[src/hw/rtl/setok_pkg.sv]
// Shared types and constants for the S-expression tokenizer.
// Depends on nothing; every other file but setok_if imports it.
package setok_pkg;

   // Result kind codes as they appear on the result channel.
   typedef enum logic [3:0] {
      KIND_OPEN   = 4'd0,
      KIND_CLOSE  = 4'd1,
      KIND_ID     = 4'd2,
      KIND_INT    = 4'd3,
      KIND_FLOAT  = 4'd4,
      KIND_BOOL   = 4'd5,
      KIND_STRING = 4'd6,
      KIND_NIL    = 4'd7,
      KIND_BYTE   = 4'd8
   } kind_type;

   // Lexer modes.
   typedef enum logic [1:0] {
      MODE_READ    = 2'd0,
      MODE_TOKEN   = 2'd1,
      MODE_STRING  = 2'd2,
      MODE_COMMENT = 2'd3
   } mode_type;

   // Keyword prefix tracker: which of "#t", "#f", "#nil" still matches.
   typedef enum logic [2:0] {
      KW_START = 3'd0,
      KW_HASH  = 3'd1,
      KW_T     = 3'd2,
      KW_F     = 3'd3,
      KW_N     = 3'd4,
      KW_NI    = 3'd5,
      KW_NIL   = 3'd6,
      KW_NONE  = 3'd7
   } kw_type;

   // Character constants.
   localparam logic [7:0] CHAR_OPEN    = 8'h28;
   localparam logic [7:0] CHAR_CLOSE   = 8'h29;
   localparam logic [7:0] CHAR_SEMI    = 8'h3B;
   localparam logic [7:0] CHAR_QUOTE   = 8'h27;
   localparam logic [7:0] CHAR_DOT     = 8'h2E;
   localparam logic [7:0] CHAR_NL      = 8'h0A;
   localparam logic [7:0] CHAR_SPACE   = 8'h20;
   localparam logic [7:0] CHAR_TAB     = 8'h09;
   localparam logic [7:0] CHAR_CR      = 8'h0D;
   localparam logic [7:0] CHAR_HASH    = 8'h23;
   localparam logic [7:0] CHAR_LOW_T   = 8'h74;
   localparam logic [7:0] CHAR_LOW_F   = 8'h66;
   localparam logic [7:0] CHAR_LOW_N   = 8'h6E;
   localparam logic [7:0] CHAR_LOW_I   = 8'h69;
   localparam logic [7:0] CHAR_LOW_L   = 8'h6C;
   localparam logic [7:0] CHAR_ZERO    = 8'h30;
   localparam logic [7:0] CHAR_NINE    = 8'h39;
   localparam logic [7:0] CHAR_END_LO  = 8'h00;
   localparam logic [7:0] CHAR_END_HI  = 8'hFF;

   // Depth of the queue between the lexer front and the output back.
   localparam int QUEUE_DEPTH = 4;
   localparam int QUEUE_AW    = 2;

   // One result item without its last flag.
   typedef struct packed {
      kind_type   kind;
      logic [7:0] char_out;
      logic [8:0] token_length;
      logic       too_long;
   } result_type;

   // Everything one input byte produces: one or two results.
   typedef struct packed {
      logic       two;
      result_type first;
      result_type second;
   } entry_type;

   // Advance the keyword prefix tracker by one byte.
   function automatic kw_type kw_next(kw_type kw, logic [7:0] b);
      kw_type nxt;
      case (kw)
         KW_START: nxt = (b == CHAR_HASH) ? KW_HASH : KW_NONE;
         KW_HASH: begin
            if (b == CHAR_LOW_T) nxt = KW_T;
            else if (b == CHAR_LOW_F) nxt = KW_F;
            else if (b == CHAR_LOW_N) nxt = KW_N;
            else nxt = KW_NONE;
         end
         KW_N:  nxt = (b == CHAR_LOW_I) ? KW_NI : KW_NONE;
         KW_NI: nxt = (b == CHAR_LOW_L) ? KW_NIL : KW_NONE;
         default: nxt = KW_NONE;
      endcase
      return nxt;
   endfunction

endpackage

[src/hw/rtl/setok_if.sv]
// Valid/ready channel interfaces for the tokenizer's input bytes and results.
// Depends on nothing beyond plain logic types.
interface setok_req_if;
   logic       valid;
   logic       ready;
   logic [7:0] text_byte;

   modport source (output valid, output text_byte, input ready);
   modport sink   (input valid, input text_byte, output ready);
endinterface

interface setok_rsp_if;
   logic       valid;
   logic       ready;
   logic [3:0] kind;
   logic [7:0] char_out;
   logic [8:0] token_length;
   logic       too_long;
   logic       last;

   modport source (output valid, output kind, output char_out, output token_length,
                   output too_long, output last, input ready);
   modport sink   (input valid, input kind, input char_out, input token_length,
                   input too_long, input last, output ready);
endinterface

[src/hw/rtl/setok_front.sv]
// Lexer front: takes one byte per transfer, keeps the lexer state and
// builds the one or two results the byte causes. Depends on setok_pkg.
module setok_front #(
   parameter int MAX_TEXT = 256
) (
   input  logic                  clock,
   input  logic                  reset,
   input  logic                  byte_valid,
   output logic                  byte_ready,
   input  logic [7:0]            text_byte,
   output logic                  push,
   input  logic                  push_ready,
   output setok_pkg::entry_type  push_entry
);
   import setok_pkg::*;

   localparam int LEN_W = $clog2(MAX_TEXT + 1);
   localparam logic [LEN_W-1:0] MAX_LEN = LEN_W'(MAX_TEXT);

   mode_type         mode_ff, mode_in;
   logic [LEN_W-1:0] len_ff, len_in;
   logic             digits_ff, digits_in;
   logic [1:0]       dots_ff, dots_in;
   kw_type           kw_ff, kw_in;
   logic             ovf_ff, ovf_in;

   logic             accept;
   logic             paren_byte, is_space, is_digit, is_end;
   kind_type         paren_kind, tok_kind;
   logic [LEN_W+8:0] len_wide;
   logic [8:0]       len9;
   entry_type        entry;
   logic             has_result;

   // The front stalls only when the queue has no room.
   assign byte_ready = push_ready;
   assign accept     = byte_valid && push_ready;
   assign push       = accept && has_result;
   assign push_entry = entry;

   // Byte classes.
   assign paren_byte = (text_byte == CHAR_OPEN) || (text_byte == CHAR_CLOSE);
   assign paren_kind = (text_byte == CHAR_OPEN) ? KIND_OPEN : KIND_CLOSE;
   assign is_space   = (text_byte == CHAR_SPACE) ||
                       ((text_byte >= CHAR_TAB) && (text_byte <= CHAR_CR));
   assign is_digit   = (text_byte >= CHAR_ZERO) && (text_byte <= CHAR_NINE);
   assign is_end     = (text_byte == CHAR_END_LO) || (text_byte == CHAR_END_HI);

   // Reported length is the run length modulo 512.
   assign len_wide = {9'd0, len_ff};
   assign len9     = len_wide[8:0];

   // Class of the token that ends with this byte, by priority.
   always_comb begin
      if (kw_ff == KW_NIL) tok_kind = KIND_NIL;
      else if ((kw_ff == KW_T) || (kw_ff == KW_F)) tok_kind = KIND_BOOL;
      else if (digits_ff && (dots_ff == 2'd1)) tok_kind = KIND_FLOAT;
      else if (digits_ff && (dots_ff == 2'd0)) tok_kind = KIND_INT;
      else tok_kind = KIND_ID;
   end

   // Lexer step: next state and the results of this byte.
   always_comb begin
      mode_in    = mode_ff;
      len_in     = len_ff;
      digits_in  = digits_ff;
      dots_in    = dots_ff;
      kw_in      = kw_ff;
      ovf_in     = ovf_ff;
      entry      = '0;
      has_result = 1'b0;

      if (is_end) begin
         mode_in   = MODE_READ;
         len_in    = '0;
         digits_in = 1'b1;
         dots_in   = 2'd0;
         kw_in     = KW_START;
         ovf_in    = 1'b0;
      end else begin
         case (mode_ff)
            MODE_COMMENT: begin
               if (text_byte == CHAR_NL) mode_in = MODE_READ;
            end
            MODE_STRING: begin
               has_result = 1'b1;
               if (text_byte == CHAR_QUOTE) begin
                  entry.first.kind         = KIND_STRING;
                  entry.first.token_length = len9;
                  entry.first.too_long     = ovf_ff;
                  mode_in   = MODE_READ;
                  len_in    = '0;
                  digits_in = 1'b1;
                  dots_in   = 2'd0;
                  kw_in     = KW_START;
                  ovf_in    = 1'b0;
               end else begin
                  if (len_ff < MAX_LEN) len_in = len_ff + LEN_W'(1);
                  else ovf_in = 1'b1;
                  entry.first.kind     = KIND_BYTE;
                  entry.first.char_out = text_byte;
               end
            end
            MODE_TOKEN: begin
               has_result = 1'b1;
               if (paren_byte || is_space || (text_byte == CHAR_SEMI)) begin
                  entry.first.kind         = tok_kind;
                  entry.first.token_length = len9;
                  entry.first.too_long     = ovf_ff;
                  if (paren_byte) begin
                     entry.two         = 1'b1;
                     entry.second.kind = paren_kind;
                  end
                  mode_in   = (text_byte == CHAR_SEMI) ? MODE_COMMENT : MODE_READ;
                  len_in    = '0;
                  digits_in = 1'b1;
                  dots_in   = 2'd0;
                  kw_in     = KW_START;
                  ovf_in    = 1'b0;
               end else begin
                  if (len_ff < MAX_LEN) len_in = len_ff + LEN_W'(1);
                  else ovf_in = 1'b1;
                  if (text_byte == CHAR_DOT) begin
                     if (dots_ff != 2'd2) dots_in = dots_ff + 2'd1;
                  end else if (!is_digit) begin
                     digits_in = 1'b0;
                  end
                  kw_in = kw_next(kw_ff, text_byte);
                  entry.first.kind     = KIND_BYTE;
                  entry.first.char_out = text_byte;
               end
            end
            default: begin
               if (paren_byte) begin
                  has_result       = 1'b1;
                  entry.first.kind = paren_kind;
               end else if (text_byte == CHAR_SEMI) begin
                  mode_in = MODE_COMMENT;
               end else if (is_space) begin
                  mode_in = MODE_READ;
               end else if (text_byte == CHAR_QUOTE) begin
                  mode_in   = MODE_STRING;
                  len_in    = '0;
                  digits_in = 1'b1;
                  dots_in   = 2'd0;
                  kw_in     = KW_START;
                  ovf_in    = 1'b0;
               end else begin
                  // A token starts: its first byte is counted and classed.
                  has_result = 1'b1;
                  mode_in    = MODE_TOKEN;
                  len_in     = LEN_W'(1);
                  ovf_in     = 1'b0;
                  digits_in  = is_digit || (text_byte == CHAR_DOT);
                  dots_in    = (text_byte == CHAR_DOT) ? 2'd1 : 2'd0;
                  kw_in      = kw_next(KW_START, text_byte);
                  entry.first.kind     = KIND_BYTE;
                  entry.first.char_out = text_byte;
               end
            end
         endcase
      end
   end

   // State registers advance on every accepted byte.
   always_ff @(posedge clock) begin
      if (reset) begin
         mode_ff   <= MODE_READ;
         len_ff    <= '0;
         digits_ff <= 1'b1;
         dots_ff   <= 2'd0;
         kw_ff     <= KW_START;
         ovf_ff    <= 1'b0;
      end else if (accept) begin
         mode_ff   <= mode_in;
         len_ff    <= len_in;
         digits_ff <= digits_in;
         dots_ff   <= dots_in;
         kw_ff     <= kw_in;
         ovf_ff    <= ovf_in;
      end
   end

endmodule

[src/hw/rtl/setok_queue.sv]
// Short queue of result entries between the lexer front and the back.
// Depends on setok_pkg for the entry type and depth.
module setok_queue (
   input  logic                  clock,
   input  logic                  reset,
   input  logic                  push,
   output logic                  push_ready,
   input  setok_pkg::entry_type  push_entry,
   output logic                  pop_valid,
   input  logic                  pop,
   output setok_pkg::entry_type  pop_entry
);
   import setok_pkg::*;

   localparam int CNT_W = $clog2(QUEUE_DEPTH + 1);

   entry_type            slot_ff [QUEUE_DEPTH];
   logic [QUEUE_AW-1:0]  wr_ptr_ff, wr_ptr_in;
   logic [QUEUE_AW-1:0]  rd_ptr_ff, rd_ptr_in;
   logic [CNT_W-1:0]     count_ff, count_in;
   logic                 do_push, do_pop;

   assign push_ready = (count_ff != CNT_W'(QUEUE_DEPTH));
   assign pop_valid  = (count_ff != '0);
   assign pop_entry  = slot_ff[rd_ptr_ff];
   assign do_push    = push && push_ready;
   assign do_pop     = pop && pop_valid;

   // Pointer and fill count updates.
   always_comb begin
      wr_ptr_in = do_push ? wr_ptr_ff + QUEUE_AW'(1) : wr_ptr_ff;
      rd_ptr_in = do_pop ? rd_ptr_ff + QUEUE_AW'(1) : rd_ptr_ff;
      count_in  = count_ff;
      if (do_push && !do_pop) count_in = count_ff + CNT_W'(1);
      else if (do_pop && !do_push) count_in = count_ff - CNT_W'(1);
   end

   always_ff @(posedge clock) begin
      if (reset) begin
         wr_ptr_ff <= '0;
         rd_ptr_ff <= '0;
         count_ff  <= '0;
      end else begin
         wr_ptr_ff <= wr_ptr_in;
         rd_ptr_ff <= rd_ptr_in;
         count_ff  <= count_in;
      end
   end

   // Entry storage needs no reset.
   always_ff @(posedge clock) begin
      if (do_push) slot_ff[wr_ptr_ff] <= push_entry;
   end

endmodule

[src/hw/rtl/setok_back.sv]
// Output back: splits each queue entry into one or two result transfers and
// holds them in an output register. Depends on setok_pkg and setok_if.
module setok_back (
   input  logic                  clock,
   input  logic                  reset,
   input  logic                  pop_valid,
   output logic                  pop,
   input  setok_pkg::entry_type  pop_entry,
   setok_rsp_if.source           rsp_chan
);
   import setok_pkg::*;

   logic       out_valid_ff, out_valid_in;
   result_type out_ff, out_in;
   logic       out_last_ff, out_last_in;
   logic       hold_valid_ff, hold_valid_in;
   result_type hold_ff, hold_in;
   logic       out_free;

   // The output register can load when empty or being taken this cycle.
   assign out_free = !out_valid_ff || rsp_chan.ready;
   assign pop      = out_free && !hold_valid_ff && pop_valid;

   // Load the pending second result first, then the next queue entry.
   always_comb begin
      out_valid_in  = out_valid_ff;
      out_in        = out_ff;
      out_last_in   = out_last_ff;
      hold_valid_in = hold_valid_ff;
      hold_in       = hold_ff;
      if (out_free) begin
         if (hold_valid_ff) begin
            out_valid_in  = 1'b1;
            out_in        = hold_ff;
            out_last_in   = 1'b1;
            hold_valid_in = 1'b0;
         end else if (pop_valid) begin
            out_valid_in  = 1'b1;
            out_in        = pop_entry.first;
            out_last_in   = !pop_entry.two;
            hold_valid_in = pop_entry.two;
            hold_in       = pop_entry.second;
         end else begin
            out_valid_in = 1'b0;
         end
      end
   end

   always_ff @(posedge clock) begin
      if (reset) begin
         out_valid_ff  <= 1'b0;
         hold_valid_ff <= 1'b0;
      end else begin
         out_valid_ff  <= out_valid_in;
         hold_valid_ff <= hold_valid_in;
      end
   end

   always_ff @(posedge clock) begin
      out_ff      <= out_in;
      out_last_ff <= out_last_in;
      hold_ff     <= hold_in;
   end

   assign rsp_chan.valid        = out_valid_ff;
   assign rsp_chan.kind         = out_ff.kind;
   assign rsp_chan.char_out     = out_ff.char_out;
   assign rsp_chan.token_length = out_ff.token_length;
   assign rsp_chan.too_long     = out_ff.too_long;
   assign rsp_chan.last         = out_last_ff;

endmodule

[src/hw/rtl/s_expression_tokenizer_core.sv]
// Top level of the streaming S-expression tokenizer.
// Depends on setok_pkg, setok_if, setok_front, setok_queue and setok_back.
//
// The tokenizer takes one text byte per transfer and returns paren, token,
// string and text-byte results in order, each byte's final result marked by
// last. A new byte is accepted every cycle while the four-entry result queue
// has room; a byte causes at most one queue entry. Most bytes give at most one
// result, so the sustained rate is one byte per cycle while the result channel
// does not stall. A byte that ends a token with a paren gives two results on
// the result channel, so the long-run rate is one result per cycle, set by the
// single output register. A byte's first result passes through a queue slot
// and then the output register. Bytes 0x00 and 0xFF end the text, drop any
// pending token and give no result. Token lengths saturate at MAX_TEXT with
// too_long set and are reported modulo 512.
module s_expression_tokenizer_core #(
   parameter int MAX_TEXT = 256
) (
   input  logic        clock,
   input  logic        reset,
   setok_req_if.sink   req_chan,
   setok_rsp_if.source rsp_chan
);
   import setok_pkg::*;

   logic      push, push_ready, pop_valid, pop;
   entry_type push_entry, pop_entry;

   setok_front #(
      .MAX_TEXT (MAX_TEXT)
   ) u_front (
      .clock      (clock),
      .reset      (reset),
      .byte_valid (req_chan.valid),
      .byte_ready (req_chan.ready),
      .text_byte  (req_chan.text_byte),
      .push       (push),
      .push_ready (push_ready),
      .push_entry (push_entry)
   );

   setok_queue u_queue (
      .clock      (clock),
      .reset      (reset),
      .push       (push),
      .push_ready (push_ready),
      .push_entry (push_entry),
      .pop_valid  (pop_valid),
      .pop        (pop),
      .pop_entry  (pop_entry)
   );

   setok_back u_back (
      .clock     (clock),
      .reset     (reset),
      .pop_valid (pop_valid),
      .pop       (pop),
      .pop_entry (pop_entry),
      .rsp_chan  (rsp_chan)
   );

endmodule

[src/flat_wrapper.sv]
// flat-port wrapper written by rule: the top's interface ports become plain ports
module s_expression_tokenizer_core_flat import setok_pkg::*;
#(
   parameter int MAX_TEXT = 256
)
  (clock, reset, req_chan_valid, req_chan_text_byte, req_chan_ready, rsp_chan_valid, rsp_chan_kind, rsp_chan_char_out, rsp_chan_token_length, rsp_chan_too_long, rsp_chan_last, rsp_chan_ready);
  setok_req_if req_chan_i ();
  setok_rsp_if rsp_chan_i ();
  input  logic clock;
  input  logic reset;
  input wire logic [$bits(req_chan_i.valid)-1:0] req_chan_valid;
  input wire logic [$bits(req_chan_i.text_byte)-1:0] req_chan_text_byte;
  output wire logic [$bits(req_chan_i.ready)-1:0] req_chan_ready;
  output wire logic [$bits(rsp_chan_i.valid)-1:0] rsp_chan_valid;
  output wire logic [$bits(rsp_chan_i.kind)-1:0] rsp_chan_kind;
  output wire logic [$bits(rsp_chan_i.char_out)-1:0] rsp_chan_char_out;
  output wire logic [$bits(rsp_chan_i.token_length)-1:0] rsp_chan_token_length;
  output wire logic [$bits(rsp_chan_i.too_long)-1:0] rsp_chan_too_long;
  output wire logic [$bits(rsp_chan_i.last)-1:0] rsp_chan_last;
  input wire logic [$bits(rsp_chan_i.ready)-1:0] rsp_chan_ready;
  assign req_chan_i.valid = req_chan_valid;
  assign req_chan_i.text_byte = req_chan_text_byte;
  assign req_chan_ready = req_chan_i.ready;
  assign rsp_chan_valid = rsp_chan_i.valid;
  assign rsp_chan_kind = rsp_chan_i.kind;
  assign rsp_chan_char_out = rsp_chan_i.char_out;
  assign rsp_chan_token_length = rsp_chan_i.token_length;
  assign rsp_chan_too_long = rsp_chan_i.too_long;
  assign rsp_chan_last = rsp_chan_i.last;
  assign rsp_chan_i.ready = rsp_chan_ready;
  s_expression_tokenizer_core #(.MAX_TEXT(MAX_TEXT)) u_core (.clock(clock), .reset(reset), .req_chan(req_chan_i), .rsp_chan(rsp_chan_i));
endmodule
[config.mk]
export PLATFORM = sky130hd
export DESIGN_NAME = s_expression_tokenizer_core_flat
export DESIGN_NICKNAME = d
export VERILOG_FILES = /design/src/hw/rtl/setok_pkg.sv /design/src/hw/rtl/setok_if.sv /design/src/hw/rtl/setok_front.sv /design/src/hw/rtl/setok_queue.sv /design/src/hw/rtl/setok_back.sv /design/src/hw/rtl/s_expression_tokenizer_core.sv /design/src/flat_wrapper.sv
export SDC_FILE = /design/constraint.sdc
export NUM_CORES = 1
export LEC_CHECK = 0
export BUFFER_PORTS_ARGS = -buffer_cell sky130_fd_sc_hd__buf_2
export CORE_MARGIN = 5
export CORE_UTILIZATION = 65
export CTS_CLUSTER_DIAMETER = 50
export DETAILED_ROUTE_END_ITERATION = 10
export PLACE_DENSITY = 0.83
export SYNTH_ARGS = -nofsm -noshare
export SYNTH_HDL_FRONTEND = slang
export SYNTH_SLANG_ARGS = --single-unit
[constraint.sdc]
create_clock -name clock -period 9.1 [get_ports clock]
set_clock_uncertainty 0.15 [all_clocks]
set_input_delay 0.91 -clock clock [delete_from_list [all_inputs] [get_ports clock]]
set_output_delay 0.91 -clock clock [all_outputs]
set_load 0.01 [all_outputs]
; Yosys cells after proc, flatten, opt, wreduce, memory -nomap -nowiden
; Memories as Yosys holds them, arrays and structs flattened. A register that Yosys moved wholly into a read port is not among the register bits.
; Index checks and enable logic that the tools add are counted.
[word_totals]
reg_bits = 72
latch_bits = 0
ram_bits = 108
mem_bits_ro = 0
mem_count = 1
[memory_table]
columns = name, depth, word_bits, rd, rd_clocked_by_memory_dff, wr, line
row1 = u_core.u_queue.slot_ff, 4, 27, 1, 1, 1, setok_queue.sv:17  ; entry_type slot_ff [QUEUE_DEPTH];
[classes]
add_sub_neg = 6
multipliers = 0
div = 0
magnitude_cmp = 5
n_eq_ne = 38
shifts = 0
mux = 105
bitwise = 1
reduce_logical = 39
[op_table]
columns = op, n
row1 = $mux 9, 7
row2 = $eq 8x6->1 const B, 7
row3 = $mux 3, 15
row4 = $mux 22, 2
row5 = $eq 8x7->1 const B, 5
row6 = $mux 2, 20
row7 = $mux 1, 38
row8 = $mux 12, 3
row9 = $pmux 12 s3, 1
row10 = $mux 27, 1
row11 = $pmux 9 s3, 1
row12 = $mux 8, 3
row13 = $pmux 10 s2, 1
row14 = $mux 4, 4
row15 = $ne 4x4->1 const B, 4
row16 = $reduce_and 8->1, 2
row17 = $mux 14, 1
row18 = $logic_and 1x1->1, 12
row19 = $ne 3x3->1 const B, 4
row20 = $pmux 2 s3, 2
row21 = $pmux 3 s4, 1
row22 = $mux 10, 1
row23 = $reduce_and 5->1, 2
row24 = $add 9x1->9 const B, 1
row25 = other kinds (34), 56

; Longest topological paths before layout
[depth]
depth_word = 14
depth_mapped = 13
ltp_nobuf = 11

; Cells and area by module
; A second synthesis with hierarchy kept.
[hier_totals]
cells_unflattened = 649
hier_area_um2 = 10864.2
[modules_own_cells]
columns = module, instances, cells_each, area_each_um2, seq_area_each_um2
row1 = setok_queue, 1, 283, 7019.2, 5585.4
row2 = setok_front, 1, 282, 2080.7, 360.3
row3 = setok_back, 1, 84, 1764.2, 1391.3

; Least setup slack after synthesis
; OpenSTA, ideal clock, no wires.
[synth_path]
kind = in2reg
startpoint = in req_chan_text_byte[4]
endpoint = reg u_core.u_queue.count_ff[2]
setup_ns = 0.071
t_arrival_ns = 3.300
required_time_ns = 8.879
path_slack_ns = 5.579
path_stages = 12
path_buffers = 2
path_cell_list = buf_4 -> or4_4 -> o32ai_4 -> o41ai_1 -> and3_1 -> clkbuf_1 -> ha_1 -> inv_1 -> fa_1 -> xor2_1 -> or3_1 -> a21oi_1
[synth_between]
elab_chain_len = 13
elab_cells_between_ends = 26
cone_classes = order compare: 2 / eq/ne: 6 / mux: 7 / reduce/logical: 11
[synth_rtl]
columns = item, line
row1 = from (decl), flat_wrapper.sv:12  ; input wire logic [$bits(req_chan_i.text_byte)-1:0] req_chan_text_byte;
row2 = $ge 8x4->1 / $le 8x4->1 (equally long branches), setok_front.sv:45  ; ((text_byte >= CHAR_TAB) && (text_byte <= CHAR_CR));
row3 = $logic_and 1x1->1, setok_front.sv:45
row4 = $logic_or 1x1->1, setok_front.sv:44  ; assign is_space = (text_byte == CHAR_SPACE) ||
row5 = $mux 1, setok_front.sv:139  ; end else if (is_space) begin
row6 = $mux 1, setok_front.sv:137  ; end else if (text_byte == CHAR_SEMI) begin
row7 = $mux 1, setok_front.sv:134  ; if (paren_byte) begin
row8 = $pmux 1 s2, setok_front.sv:81  ; case (mode_ff)
row9 = $mux 1 (*), setok_front.sv:73  ; if (is_end) begin
row10 = $logic_and 1x1->1 (*), setok_front.sv:38  ; assign push = accept && has_result;
row11 = $logic_and 1x1->1 (*), setok_queue.sv:26  ; assign do_push = push && push_ready;
row12 = net u_core.u_queue.do_push, setok_queue.sv:21  ; logic do_push, do_pop;
row13 = $logic_not 1->1, setok_queue.sv:35  ; else if (do_pop && !do_push) count_in = count_ff - CNT_W'(1);
row14 = $logic_and 1x1->1, setok_queue.sv:35
row15 = $reduce_bool 2->1 (no source line), --
row16 = to (signal assigned), setok_queue.sv:46  ; count_ff <= count_in;
row17 = to (decl), setok_queue.sv:20  ; logic [CNT_W-1:0] count_ff, count_in;
; The timed path passes the listed nets; every way through them passes the cells marked *.
; A chain may end at the register's enable or synchronous reset.

; Worst setup path after layout
[layout_path]
startpoint = in req_chan_text_byte[4]
endpoint = reg u_core.u_front.kw_ff[1]
[layout_between]
elab_chain_len = 8
elab_cells_between_ends = 39
cone_classes = order compare: 2 / eq/ne: 16 / mux: 13 / reduce/logical: 8
[layout_rtl]
columns = item, line
row1 = $eq 8x7->1 (tied with other cells), setok_pkg.sv:86  ; else if (b == CHAR_LOW_N) nxt = KW_N;
row2 = $mux 2 (tied with other cells), setok_pkg.sv:86
row3 = $mux 3 (tied with other cells), setok_pkg.sv:85  ; else if (b == CHAR_LOW_F) nxt = KW_F;
row4 = $mux 3 (tied with other cells), setok_pkg.sv:84  ; if (b == CHAR_LOW_T) nxt = KW_T;
row5 = $pmux 3 s4 (tied with other cells), setok_pkg.sv:81  ; case (kw)
row6 = $mux 3 (on tied branches), "setok_front.sv:106, setok_front.sv:134"
row7 = $pmux 3 s3, setok_front.sv:81
row8 = $mux 3, setok_front.sv:73
row9 = to (signal assigned), setok_front.sv:179  ; kw_ff <= kw_in;
row10 = to (decl), setok_front.sv:24  ; kw_type kw_ff, kw_in;
; Parallel ways exist; a longest one is shown, timed or not. The select of a mux whose other input is x is not followed.

==> run metrics <==
insertion delay to the later sink of the worst-skew pair=0.53 ns; largest net degree at the start of global routing=27; Hold Violations, Final=0; cts hold-fix bufs=0; Fillers=584; Clock H-tree levels=4; cells after synthesis=486; area of the multi-input gates=0.002401 sq mm; Async S/R FF share, synth=0%; CP Cell Sequence=buf_2 -> or4b_1 -> o32ai_4 -> o41ai_1 -> nor4b_1 -> a22o_1; Tightest Hold Check Type=register to register; WHS=0.3350 ns; Max Root-Sink Buffers=2; total negative slack=0 ns; Sw Ratio=29.07%; Clock Sinks=149; most common cell after layout, fill and taps aside=edfxtp_1; slew at the pin closest to its max-slew limit=1.215 ns; GR Util All Layers=26.85%; met3 usage=5.598%; GRT met1 Usage=34.07%; Post-Syn Area=0.006755 sq mm; I/O pins=37; CP Max Fanout=10; Synth-to-Final Area Change=13.63%; Worst Setup Start Kind=input port; initial DRC count=635; min cycle time layout=3.409 ns; most frequent cells in the layout=120 x edfxtp_1, 36 x buf_2, 29 x dfxtp_1; syn avg cell area=13.90 sq um; maximum vdd drop=0.1644 mV; Die W=111.9 microns; Post-DRT Antenna Nets=0; M2 GR Usage=45.12%; crit path DAT=3.72 ns; Cell Int Power=0.001579 W; Critical Path End Type=register; clock group share of total power=32.2%; highest clock rate=0.2933 GHz; main flop type after synthesis=edfxtp_1; vias in the first global route=4488; DRT Wirelength=15940 microns; Ys Warns=0; via count=4399; first-pass GRT wire length=25210 microns; Crit Path Category=input port to register; Reg area=0.004184 sq mm; MaxCap Viol Count=0; #FFs+latches synth=149; GRT overflow=0; period utilization=37.46%; share of cells above drive strength 1=22.08%; antenna cell count=0; cts repair resizes=0; CTS tree=done; DRC viols=0; final HPWL from detailed placement=9626 microns; Site Rows=37; die area=0.01253 sq mm; Slowest-stage cell, CP=o41ai_1; PwrDens=290.0 mW/mm^2; Reg2Reg Launch Point=u_core.u_front.mode_ff[0]; Hold Startpoint=u_core.u_front.dots_ff[1]; run status=completed; DR vias/cell=6.517; Crit. Startpoint=req_chan_text_byte[4]; Initial DRT Pass Iterations=6; Root Buffer Master=clkbuf_8; Max-Slew Margin vs Limit=18.90%; Crit path required time=9.41 ns; Initial Util=66.03%; Port Buf Inserts=36; Post-synth EDFFs=120; CORE AREA=0.01023 sq mm; postcts setup bufs=0; Reg power frac=43.3%; CP peak stage delay=1.06 ns; Slew Limit Fails=0; Final setup viols=0; Mapped Nets=512; power share of the combinational group=24.5%; sequential share of the synthesized area=61.94%; Top Usage Layer GRT=met2; CTS buffer count=17; die height=111.9 microns; RSZ-0062 raised after global routing=no; clock slew at reported path FFs=0.06 ns; switching power=0.0006470 W; post-synth cell types=67; initial antenna violation count=0; Wirelength per Cell=23.61 microns; R2R Setup Slk=6.03 ns; final net count=552; global placement routability congestion=0.9749; LEAKAGE=2.677 nW
## state kept, by name (all words and copies together), names as in the netlist, 2 cells and up, named ones only
register / cells
u_core.u_queue.rd_ptr_ff: 2
u_core.u_back.rsp_chan.char_out: 8
u_core.u_queue.slot_ff: 96
u_core.u_back.rsp_chan.token_length: 9
u_core.u_queue.count_ff: 3
u_core.u_front.len9: 9
u_core.u_front.kw_ff: 3
u_core.u_front.mode_ff: 2
u_core.u_back.rsp_chan.kind: 4
u_core.u_front.dots_ff: 2
u_core.u_queue.wr_ptr_ff: 2
## final timing paths
kind | endpoint | depth (start not counted)
hold / removal | u_core.u_front.dots_ff[1] | 2
hold reg to reg | u_core.u_front.dots_ff[1] | 2
setup reg to reg | u_core.u_queue.count_ff[2] | 11
setup / recovery | u_core.u_front.kw_ff[1] | 6
## worst max-delay path, delay by kind of cell
family,cells,cell delay (ns)
compound gates,3,1.53
simple gates,2,1.10
buf+inv,1,0.18
## layout make-up
| type | instances | share of cell area [%] |
|---|---|---|
| inverter | 15 | 0.7335 |
| multi-input combinational | 299 | 31.28 |
| clock buffer | 24 | 7.123 |
| clock inverter | 8 | 1.011 |
| tap | 136 | 2.217 |
| sequential | 149 | 54.51 |
| timing repair buffer | 44 | 3.130 |
## Yosys cell counts (5+ instances only)
cell	n	area [sq um]
nor4_1	5	31.28
buf_1	5	18.77
dfxtp_1	29	580.6
nor2b_1	28	175.2
nand2_1	26	97.59
nor3_1	13	65.06
inv_1	15	56.30
mux4_2	24	540.5
mux2i_1	6	60.06
clkbuf_1	13	48.80
nand2b_1	10	62.56
a31oi_1	6	37.54
ha_1	13	162.7
o21ai_0	12	60.06
and2_1	24	150.1
a21oi_1	18	90.09
edfxtp_1	120	3603
nor2_1	25	93.84
nand3_1	10	50.05
## through the flow
| stage | area, sq um | setup WS (ns) | power [W] | utilization [%] | instances |
|---|---|---|---|---|---|
| 6_report | 7676 | 5.691 | 0.002226 | 75.03 | 675 |
| 4_1_cts | 7676 | 5.802 | 0.002236 | 75.03 | 675 |
| 2_1_floorplan | 6755 | 5.579 | 0.001329 | - | 486 |
| 3_3_place_gp | 7052 | 5.341 | 0.001468 | 68.93 | 643 |
| 5_1_grt | 7676 | 5.544 | 0.002324 | 75.03 | 675 |
| 3_5_place_dp | 7052 | 5.260 | 0.001498 | 68.93 | 643 |
## cells by family (layout without fill, tap and decap cells)
kind of cell | Yosys count | after routing | synth area share (%)
AND/OR/NAND/NOR | 173 | 173 | 14.85
flip-flops | 149 | 149 | 61.94
AO/OA/AOI/OAI | 76 | 76 | 8.243
buffers and inverters | 38 | 91 | 2.556
multiplexers | 31 | 31 | 9.057
adder cells (fa/ha/maj) | 14 | 14 | 2.704
XOR/XNOR | 5 | 5 | 0.6484
## power groups by stage
| stage | Combinational, W | Clock (W) | Sequential [W] |
|---|---|---|---|
| CTS | 0.000548 | 0.000724 | 0.000964 |
| global placement | 0.000509 | 0 | 0.000959 |
| global route | 0.000591 | 0.000760 | 0.000973 |
| finish | 0.000546 | 0.000716 | 0.000964 |
| detailed placement | 0.000528 | 0 | 0.000970 |
| floorplan | 0.000338 | 0 | 0.000991 |
## metal layers
layer,wire (microns),share of wire [%]
met4,720,4.5
met1,5927,37
met3,1382,8.7
met5,0,0
met2,7905,50
(Power assumes the default switching activity.)
